**config.mk**
```make
export PLATFORM = sky130hd
export DESIGN_NAME = scalar_kalman_filter_unit_flat
export DESIGN_NICKNAME = d
export VERILOG_FILES = /design/src/hw/rtl/skf_pkg.sv /design/src/hw/rtl/skf_in_if.sv /design/src/hw/rtl/skf_out_if.sv /design/src/hw/rtl/skf_div.sv /design/src/hw/rtl/scalar_kalman_filter_unit.sv /design/src/flat_wrapper.sv
export VERILOG_INCLUDE_DIRS = /design/src /design/src/hw/rtl
export SDC_FILE = /design/constraint.sdc
export NUM_CORES = 2
export LEC_CHECK = 0
export BUFFER_PORTS_ARGS = -buffer_cell sky130_fd_sc_hd__buf_2
export CORE_MARGIN = 2
export CORE_UTILIZATION = 43
export CTS_BUF_LIST = sky130_fd_sc_hd__clkbuf_16
export DETAILED_ROUTE_END_ITERATION = 10
export HOLD_SLACK_MARGIN = 0.03
export SLEW_MARGIN = 15
export SYNTH_ARGS = -nofsm -noshare
export SYNTH_HDL_FRONTEND = slang
export SYNTH_HIERARCHICAL = 1
export SYNTH_SLANG_ARGS = --single-unit
```
**constraint.sdc**
```tcl
create_clock -name clk -period 9.8 [get_ports clk]
set_clock_uncertainty 0.1 [all_clocks]
set_input_delay 0.98 -clock clk [delete_from_list [all_inputs] [get_ports clk]]
set_output_delay 0.98 -clock clk [all_outputs]
set_load 0.05 [all_outputs]
```
**src/hw/rtl/assert_macros.svh**
```systemverilog
// Assertion macros used by the top level of the scalar Kalman filter.
`ifndef ASSERT_MACROS_SVH
`define ASSERT_MACROS_SVH

// Same-cycle implication, checked on clk and disabled while rst_n is low.
`define SKF_ASSERT(lbl, ante, cons, msg) \
  lbl: assert property (@(posedge clk) disable iff (!rst_n) (ante) |-> (cons)) \
    else $error(msg);

// Next-cycle implication, checked on clk and disabled while rst_n is low.
`define SKF_ASSERT_NEXT(lbl, ante, cons, msg) \
  lbl: assert property (@(posedge clk) disable iff (!rst_n) (ante) |=> (cons)) \
    else $error(msg);

`endif

```
**src/hw/rtl/skf_pkg.sv**
```systemverilog
// Package with the widths, constants and types of the scalar Kalman filter.
`default_nettype none

package skf_pkg;

  localparam int DATA_W    = 32;
  localparam int GAIN_BITS = 16;
  localparam int GAIN_W    = GAIN_BITS + 1;
  localparam int DEN_W     = DATA_W + 1;
  localparam int CFG_IDX_W = 2;
  localparam int CNT_W     = 5;

  localparam logic [GAIN_W-1:0] GAIN_ONE = GAIN_W'(1) << GAIN_BITS;

  localparam logic [CFG_IDX_W-1:0] REG_PROCESS_NOISE = 2'd0;
  localparam logic [CFG_IDX_W-1:0] REG_MEASURE_NOISE = 2'd1;
  localparam logic [CFG_IDX_W-1:0] REG_INIT_ESTIMATE = 2'd2;
  localparam logic [CFG_IDX_W-1:0] REG_INIT_COV      = 2'd3;

  localparam logic [DATA_W-1:0] PROCESS_NOISE_RST = 32'd66;
  localparam logic [DATA_W-1:0] MEASURE_NOISE_RST = 32'd65536;
  localparam logic [DATA_W-1:0] INIT_ESTIMATE_RST = 32'd0;
  localparam logic [DATA_W-1:0] INIT_COV_RST      = 32'd65536;

  typedef struct packed {
    logic busy;
    logic done;
  } div_stat_t;

endpackage

`default_nettype wire

```
**src/hw/rtl/skf_in_if.sv**
```systemverilog
// Request channel carrying one measurement sample into the filter.
`default_nettype none

interface skf_in_if;
  logic                             valid;
  logic                             ready;
  logic signed [skf_pkg::DATA_W-1:0] measurement;

  modport source (output valid, output measurement, input ready);
  modport sink (input valid, input measurement, output ready);
endinterface

`default_nettype wire

```
**src/hw/rtl/skf_out_if.sv**
```systemverilog
// Result channel carrying the new estimate and the gain out of the filter.
`default_nettype none

interface skf_out_if;
  logic                              valid;
  logic                              ready;
  logic signed [skf_pkg::DATA_W-1:0] estimate;
  logic        [skf_pkg::GAIN_W-1:0] gain;

  modport source (output valid, output estimate, output gain, input ready);
  modport sink (input valid, input estimate, input gain, output ready);
endinterface

`default_nettype wire

```
**src/hw/rtl/skf_div.sv**
```systemverilog
// Restoring divider forming the gain (num << 16) / den, one quotient bit per cycle.
`default_nettype none

module skf_div (
  input  wire logic                         clk,
  input  wire logic                         rst_n,
  input  wire logic                         start,
  input  wire logic [skf_pkg::DATA_W-1:0]   num,
  input  wire logic [skf_pkg::DEN_W-1:0]    den,
  output      logic [skf_pkg::GAIN_W-1:0]   quot,
  output      skf_pkg::div_stat_t           stat
);

  logic [skf_pkg::DEN_W-1:0]  rem_r, rem_nxt;
  logic [skf_pkg::DEN_W-1:0]  den_r;
  logic [skf_pkg::GAIN_W-1:0] q_r, q_nxt;
  logic [skf_pkg::CNT_W-1:0]  cnt_r;
  logic                       done_r;
  logic                       den_zero_r;
  logic [skf_pkg::DEN_W:0]    trial;
  logic                       ge;

  // The remainder stays below the divisor after the first step, so the
  // first step compares without a shift and the rest shift one bit.
  always_comb begin
    if (cnt_r == skf_pkg::CNT_W'(skf_pkg::GAIN_W)) begin
      trial = {1'b0, rem_r};
    end else begin
      trial = {rem_r, 1'b0};
    end
    ge      = trial >= {1'b0, den_r};
    rem_nxt = ge ? skf_pkg::DEN_W'(trial - {1'b0, den_r}) : trial[skf_pkg::DEN_W-1:0];
    q_nxt   = {q_r[skf_pkg::GAIN_W-2:0], ge};
  end

  always_ff @(posedge clk) begin
    if (!rst_n) begin
      cnt_r  <= '0;
      done_r <= 1'b0;
    end else begin
      done_r <= 1'b0;
      if (start) begin
        cnt_r <= skf_pkg::CNT_W'(skf_pkg::GAIN_W);
      end else if (cnt_r != '0) begin
        cnt_r <= cnt_r - 1'b1;
        if (cnt_r == skf_pkg::CNT_W'(1)) begin
          done_r <= 1'b1;
        end
      end
    end
  end

  always_ff @(posedge clk) begin
    if (start) begin
      rem_r      <= {1'b0, num};
      den_r      <= den;
      den_zero_r <= den == '0;
      q_r        <= '0;
    end else if (cnt_r != '0) begin
      rem_r <= rem_nxt;
      q_r   <= q_nxt;
    end
  end

  assign quot      = den_zero_r ? '0 : q_r;
  assign stat.busy = cnt_r != '0;
  assign stat.done = done_r;

endmodule

`default_nettype wire

```
**src/hw/rtl/scalar_kalman_filter_unit.sv**
```systemverilog
// Top level of the scalar Kalman filter: sequencer, shared multiplier and state.
//
// One-dimensional Kalman filter in Q16.16 fixed point. Each measurement request
// first grows the covariance by the process noise (saturating at the largest
// 32-bit value), then forms the gain cov / (cov + measurement noise) in Q1.16
// with a restoring divider that yields one quotient bit per cycle. The estimate
// then moves toward the measurement by the gain times the difference, and the
// covariance is scaled by one minus the gain; both products go through one
// shared 33 x 18 signed multiplier on successive cycles. A request holds the
// block from acceptance until it is ready again, and longer while the result
// channel has not taken the previous result. The result sits in an output
// register, so a new request is accepted while a finished result still waits.
// A zero denominator gives a gain of zero. Writing the initial estimate or
// initial covariance register loads that value straight into the filter state;
// configuration must be written only while the block is idle, which the block
// itself does not enforce.
`default_nettype none

`include "assert_macros.svh"

module scalar_kalman_filter_unit (
  input  wire logic                           clk,
  input  wire logic                           rst_n,
  input  wire logic                           cfg_we,
  input  wire logic [skf_pkg::CFG_IDX_W-1:0]  cfg_idx,
  input  wire logic [skf_pkg::DATA_W-1:0]     cfg_wdata,
  skf_in_if.sink                              in_chan,
  skf_out_if.source                           out_chan
);

  localparam int ST_W = 3;
  localparam logic [ST_W-1:0] ST_IDLE  = 3'd0;
  localparam logic [ST_W-1:0] ST_PRED  = 3'd1;
  localparam logic [ST_W-1:0] ST_DSTRT = 3'd2;
  localparam logic [ST_W-1:0] ST_DIV   = 3'd3;
  localparam logic [ST_W-1:0] ST_MULE  = 3'd4;
  localparam logic [ST_W-1:0] ST_MULC  = 3'd5;
  localparam logic [ST_W-1:0] ST_FIN   = 3'd6;

  localparam int DW   = skf_pkg::DATA_W;
  localparam int GW   = skf_pkg::GAIN_W;
  localparam int MB_W = GW + 1;
  localparam int PW   = skf_pkg::DEN_W + MB_W;
  localparam int GB   = skf_pkg::GAIN_BITS;

  logic [ST_W-1:0]                 state_r;
  logic [DW-1:0]                   q_r;
  logic [DW-1:0]                   r_r;
  logic signed [DW-1:0]            est_r;
  logic [DW-1:0]                   cov_r;
  logic signed [DW-1:0]            meas_r;
  logic [DW-1:0]                   cov_pred_r;
  logic signed [skf_pkg::DEN_W-1:0] diff_r;
  logic [GW-1:0]                   gain_r;
  logic signed [PW-1:0]            prod_r;
  logic                            out_valid_r;
  logic signed [DW-1:0]            out_est_r;
  logic [GW-1:0]                   out_gain_r;

  logic [DW:0]                     cov_sum;
  logic [DW-1:0]                   cov_sat;
  logic [skf_pkg::DEN_W-1:0]       den;
  logic                            div_start;
  logic [GW-1:0]                   div_quot;
  skf_pkg::div_stat_t              div_stat;
  logic signed [skf_pkg::DEN_W-1:0] mul_a;
  logic signed [MB_W-1:0]          mul_b;
  logic signed [PW-1:0]            mul_p;
  logic signed [skf_pkg::DEN_W-1:0] est_sum;
  logic                            in_acc;
  logic                            out_load;

  assign in_acc   = in_chan.valid && in_chan.ready;
  assign out_load = (state_r == ST_FIN) && (!out_valid_r || out_chan.ready);

  // Prediction: the covariance grows by the process noise, clamped at all ones.
  assign cov_sum = {1'b0, cov_r} + {1'b0, q_r};
  assign cov_sat = cov_sum[DW] ? '1 : cov_sum[DW-1:0];

  // Gain denominator, at most 33 bits wide.
  assign den       = {1'b0, cov_pred_r} + {1'b0, r_r};
  assign div_start = state_r == ST_DSTRT;

  skf_div u_div (
    .clk   (clk),
    .rst_n (rst_n),
    .start (div_start),
    .num   (cov_pred_r),
    .den   (den),
    .quot  (div_quot),
    .stat  (div_stat)
  );

  // The one multiplier serves the estimate correction first and then the
  // covariance update. Both gain operands are non-negative.
  always_comb begin
    if (state_r == ST_MULE) begin
      mul_a = diff_r;
      mul_b = $signed({1'b0, gain_r});
    end else begin
      mul_a = $signed({1'b0, cov_pred_r});
      mul_b = $signed({1'b0, GW'(skf_pkg::GAIN_ONE - gain_r)});
    end
    mul_p = PW'(mul_a) * PW'(mul_b);
  end

  // Dropping the low fraction bits of the two's complement product rounds
  // the correction toward minus infinity. The new estimate lies between the
  // old estimate and the measurement, so its low 32 bits are exact.
  assign est_sum = $signed({est_r[DW-1], est_r}) + prod_r[GB+skf_pkg::DEN_W-1:GB];

  always_ff @(posedge clk) begin
    if (!rst_n) begin
      state_r     <= ST_IDLE;
      out_valid_r <= 1'b0;
      q_r         <= skf_pkg::PROCESS_NOISE_RST;
      r_r         <= skf_pkg::MEASURE_NOISE_RST;
      est_r       <= skf_pkg::INIT_ESTIMATE_RST;
      cov_r       <= skf_pkg::INIT_COV_RST;
    end else begin
      if (out_load) begin
        out_valid_r <= 1'b1;
      end else if (out_chan.ready) begin
        out_valid_r <= 1'b0;
      end

      if (cfg_we) begin
        case (cfg_idx)
          skf_pkg::REG_PROCESS_NOISE: q_r   <= cfg_wdata;
          skf_pkg::REG_MEASURE_NOISE: r_r   <= cfg_wdata;
          skf_pkg::REG_INIT_ESTIMATE: est_r <= $signed(cfg_wdata);
          skf_pkg::REG_INIT_COV:      cov_r <= cfg_wdata;
          default: ;
        endcase
      end

      case (state_r)
        ST_IDLE: begin
          if (in_acc) begin
            state_r <= ST_PRED;
          end
        end
        ST_PRED:  state_r <= ST_DSTRT;
        ST_DSTRT: state_r <= ST_DIV;
        ST_DIV: begin
          if (div_stat.done) begin
            state_r <= ST_MULE;
          end
        end
        ST_MULE:  state_r <= ST_MULC;
        ST_MULC: begin
          est_r   <= est_sum[DW-1:0];
          state_r <= ST_FIN;
        end
        ST_FIN: begin
          // The covariance product is non-negative and below 2^48.
          cov_r <= prod_r[GB+DW-1:GB];
          if (out_load) begin
            state_r <= ST_IDLE;
          end
        end
        default: state_r <= ST_IDLE;
      endcase
    end
  end

  // Datapath registers without reset.
  always_ff @(posedge clk) begin
    if (in_acc) begin
      meas_r <= in_chan.measurement;
    end
    if (state_r == ST_PRED) begin
      cov_pred_r <= cov_sat;
      diff_r     <= $signed({meas_r[DW-1], meas_r}) - $signed({est_r[DW-1], est_r});
    end
    if (state_r == ST_DIV && div_stat.done) begin
      gain_r <= div_quot;
    end
    if (state_r == ST_MULE || state_r == ST_MULC) begin
      prod_r <= mul_p;
    end
    if (out_load) begin
      out_est_r  <= est_r;
      out_gain_r <= gain_r;
    end
  end

  assign in_chan.ready  = state_r == ST_IDLE;
  assign out_chan.valid = out_valid_r;
  assign out_chan.estimate = out_est_r;
  assign out_chan.gain  = out_gain_r;

  `SKF_ASSERT(a_gain_range, out_chan.valid, out_chan.gain <= skf_pkg::GAIN_ONE, "gain above one")
  `SKF_ASSERT_NEXT(a_acc_pred, in_acc, state_r == ST_PRED, "accepted request did not start")
  `SKF_ASSERT(a_div_done, div_stat.done, state_r == ST_DIV, "divider finished out of sequence")
  `SKF_ASSERT(a_idle_div, state_r == ST_IDLE, !div_stat.busy, "divider busy while idle")

endmodule

`default_nettype wire
```
**src/flat_wrapper.sv**
```systemverilog
// flat-port wrapper written by rule: the top's interface ports become plain ports
module scalar_kalman_filter_unit_flat 
  (clk, rst_n, cfg_we, cfg_idx, cfg_wdata, in_chan_valid, in_chan_measurement, in_chan_ready, out_chan_valid, out_chan_estimate, out_chan_gain, out_chan_ready);
  skf_in_if in_chan_i ();
  skf_out_if out_chan_i ();
  input  wire logic clk;
  input  wire logic rst_n;
  input  wire logic cfg_we;
  input  wire logic [skf_pkg::CFG_IDX_W-1:0] cfg_idx;
  input  wire logic [skf_pkg::DATA_W-1:0] cfg_wdata;
  input wire logic [$bits(in_chan_i.valid)-1:0] in_chan_valid;
  input wire logic [$bits(in_chan_i.measurement)-1:0] in_chan_measurement;
  output wire logic [$bits(in_chan_i.ready)-1:0] in_chan_ready;
  output wire logic [$bits(out_chan_i.valid)-1:0] out_chan_valid;
  output wire logic [$bits(out_chan_i.estimate)-1:0] out_chan_estimate;
  output wire logic [$bits(out_chan_i.gain)-1:0] out_chan_gain;
  input wire logic [$bits(out_chan_i.ready)-1:0] out_chan_ready;
  assign in_chan_i.valid = in_chan_valid;
  assign in_chan_i.measurement = in_chan_measurement;
  assign in_chan_ready = in_chan_i.ready;
  assign out_chan_valid = out_chan_i.valid;
  assign out_chan_estimate = out_chan_i.estimate;
  assign out_chan_gain = out_chan_i.gain;
  assign out_chan_i.ready = out_chan_ready;
  scalar_kalman_filter_unit u_core (.clk(clk), .rst_n(rst_n), .cfg_we(cfg_we), .cfg_idx(cfg_idx), .cfg_wdata(cfg_wdata), .in_chan(in_chan_i), .out_chan(out_chan_i));
endmodule
```
==> results.py <==
metrics = {
    "synth": {
        "netlist_area_um2": 41900,
        "synth_edf_count": 261,
        "synthCells": 4552,
        "async_flop_share": 0,
        "synth_area_per_cell_um2": 9.20,
        "seq_area_frac_synth": 0.262,
        "yosys_warnings": 6,
        "ys_ff_latch": 417,
        "ys_types": 90,
        "syn_nets": 5416,
        "ys.flop_type": "edfxtp_1",
    },
    "clock_network": {
        "cts_buffer_depth": 3,
        "cts_buffers": 45,
        "postCtsHoldBufs": 0,
        "cts_resized": 0,
        "clock-sinks": 417,
        "cts_setup_buffers": 0,
        "cts_htree_levels": 2,
        "cts-root-buf": "clkbuf_16",
        "clk_latency_ns": 0.59,
        "clk_pin_slew_ns": 0.06,
        "cts_tree": "built",
    },
    "final_layout": {
        "nFillCells": 9203,
        "final_cell_mix": "717 x inv_1, 703 x nand2_1, 519 x fa_1",
        "nets": 5478,
        "postLayoutCellArea_um2": 45500,
        "area_delta_synth_final_pct": 8.58,
        "final_common_cell": "inv_1",
        "antenna_cells": 0,
        "drive_gt1_frac": 0.0748,
    },
    "critical_path": {
        "arrival_ns": 9.35,
        "cp-start-kind": "register",
        "path_class": "reg2reg",
        "reg2reg_slack_ns": 0.69,
        "crit_top_cell": "fa_1",
        "crit_start": "u_core/state_r[2]$_SDFFE_PN0P_",
        "cp_slowest_stage_delay_ns": 0.63,
        "r2r-start": "u_core/state_r[2]$_SDFFE_PN0P_",
        "cp-end-kind": "register",
        "cp_slowest_cell": "o211ai_1",
        "r2r-end": "u_core/prod_r[40]$_DFFE_PN_",
        "crit_required_ns": 10.04,
        "rr_worst_depth": 26,
        "worstPathMaxFanout": 50,
    },
    "min_path": {
        "hp-start": "u_core/r_r[28]$_SDFFE_PN0P_",
        "holdPathEnd": "u_core/r_r[28]$_SDFFE_PN0P_",
        "min_path_type": "reg2reg",
        "hold_depth": 2,
    },
    "global_routing": {
        "antenna_found_initial": 2,
        "grt_pass1_wl_um": 193000,
        "first_global_vias": 32100,
        "grt_use_total": 0.254,
        "grt_max_degree": 67,
        "overflow": 0,
    },
    "placed_design": {
        "gp_congestion": 0.934,
        "dpl_cell_area_um2": 44000,
        "port_buffers": 121,
        "hpwl_um": 99800,
    },
    "timing": {
        "tns_ns": 0,
        "fmax_ghz": 0.110,
        "period_share": 0.929,
        "finalSetupViolCount": 0,
        "hold_ws_ns": 0.361,
        "grt_setup_unrepaired": "false",
        "tightestPinTransition_ns": 1.08,
        "hold_violations": 0,
        "slew_violations": 0,
        "maxSlewHeadroom": 0.279,
        "period_minus_slack_ns": 9.11,
    },
    "die": {
        "die_w_um": 316,
        "dieArea_um2": 99900,
        "core_area_um2": 96600,
        "num_rows": 114,
        "dieHeight_um": 316,
        "start_util": 0.434,
        "ios": 122,
    },
    "pwr": {
        "pwr_density_cell_nw_per_um2": 320,
        "ir_drop_mv": 0.416,
        "p_leak_nw": 21.2,
    },
    "routing": {
        "detail-route-antenna-nets": 0,
        "viasPerCell": 5.41,
        "routed_wirelength_um": 124000,
        "route.detailed.drc": 0,
        "drt-pass1-iter-count": 6,
        "vias": 32000,
        "post_drt_wl_per_cell_um": 21.0,
        "drt_iter0_drc": 2779,
    },
    "run": {
        "cap_violations": 0,
    },
    "run_status": {
        "status": "finished, final reports clean",
    },
}
flip-flops by register name, summed over array words and instances (netlist names), 3 cells and up:
name and count:
u_core/u_div/rem_r 33, u_core/cov_pred_r 32, u_core/gain_r 17, u_core/meas_r 32, u_core/u_div/q_r 17, u_core/u_div/cnt_r 5, u_core/prod_r 32, u_core/u_div/den_r 33
u_core/r_r 32, u_core/est_r 32, u_core/out_chan.gain 17, u_core/diff_r 33, u_core/out_chan.estimate 32, u_core/state_r 3, u_core/cov_r 32, u_core/q_r 32
synth_stat cells (7+ instances only):
cell type  number  area share
a31oi_1        21      0.0031
nor3_1         44      0.0053
nor2b_1        55      0.0082
and2_1         22      0.0033
nand4_1        17      0.0025
o21a_1         35      0.0063
xor2_1         52       0.011
a21oi_1       243       0.029
xnor2_1       137       0.029
a2111oi_0       8      0.0017
a211o_1         7      0.0015
o211ai_1       10      0.0018
buf_1           9     0.00081
a221o_1         7      0.0017
fa_1          519        0.25
o21ai_1        27      0.0032
o31ai_1        10      0.0018
mux2i_1       103       0.025
nor2_1        433       0.039
nor4_1         14      0.0021
and4_1          7      0.0015
nand2b_1       35      0.0052
mux2_2         39       0.010
o21ai_0        89       0.011
inv_1         706       0.063
ha_1          274       0.082
nand3_1        40      0.0048
clkbuf_1      151       0.014
and3_1         28      0.0042
dfxtp_1       156       0.075
edfxtp_1      261        0.19
nand2_1       703       0.063
a21o_1         69       0.012
o21bai_1       12      0.0022
a211oi_1       72       0.013
or3_1          16      0.0024
per-stage QoR:
stage	total power, mW	util	setup slack, ns	instances
after floorplan	10.1	-	0.614	4552
after global placement	12.8	0.456	0.988	5843
after detailed placement	12.8	0.456	0.809	5843
after CTS	14.6	0.471	0.802	5927
after global routing	16.0	0.471	0.333	5927
final	14.5	0.471	0.693	5927
per-layer routing:
metal | global-route usage | wire [µm] | vias to the layer above
met4 | 0.0643 | 3420 | 2
met3 | 0.0427 | 9410 | 152
met5 | 0 | 13 | -
met1 | 0.362 | 55700 | 15800
met2 | 0.402 | 55800 | 1129
li1 | - | - | 14900
power breakdown:
group / total [mW] / switching [mW] / internal [mW]
Sequential: 2.75 / 0.152 / 2.60
Clock: 1.70 / 0.747 / 0.949
Combinational: 10.1 / 6.02 / 4.08
Total: 14.5 / 6.92 / 7.63
critical path, delay by kind of cell (launching register included):
| family | cells | cell delay (ns) |
|---|---|---|
| XOR/XNOR | 1 | 0.09 |
| AND/OR/NAND/NOR | 5 | 1.19 |
| adder cells (fa/ha/maj) | 7 | 3.34 |
| buffers and inverters | 4 | 0.74 |
| flip-flops | 1 | 0.50 |
| AO/OA/AOI/OAI | 9 | 2.85 |
area by class of cell:
type	count	area, µm²	area share
clock buffers	47	1180	0.0259
clock inverters	37	262	0.00575
inverters	706	2650	0.0583
multi-input cells	3254	27700	0.609
flip-flops and latches	417	11000	0.241
well taps	1276	1600	0.0351
repair buffers	190	1120	0.0247
worst max path at each step:
stage / endpoint / slack, ns / cells past startpoint
5_1_grt: u_core/prod_r[40]$_DFFE_PN_ / 0.33 / 25
2_1_floorplan: u_core/prod_r[41]$_DFFE_PN_ / 0.61 / 33
3_3_place_gp: u_core/prod_r[40]$_DFFE_PN_ / 0.99 / 29
4_1_cts: u_core/prod_r[40]$_DFFE_PN_ / 0.80 / 25
3_5_place_dp: u_core/prod_r[40]$_DFFE_PN_ / 0.81 / 25
6_report: u_core/prod_r[40]$_DFFE_PN_ / 0.69 / 26
logic make-up (layout without fill, tap and decap cells):
| group | Yosys count | after routing | synth area share |
|---|---|---|---|
| multiplexers | 143 | 143 | 0.0355 |
| AND/OR/NAND/NOR | 1444 | 1444 | 0.147 |
| flip-flops | 417 | 417 | 0.262 |
| AO/OA/AOI/OAI | 685 | 685 | 0.106 |
| XOR/XNOR | 189 | 189 | 0.0395 |
| buffers and inverters | 881 | 980 | 0.0805 |
| adder cells (fa/ha/maj) | 793 | 793 | 0.330 |
Note: power is estimated with default switching activity, not from simulation.
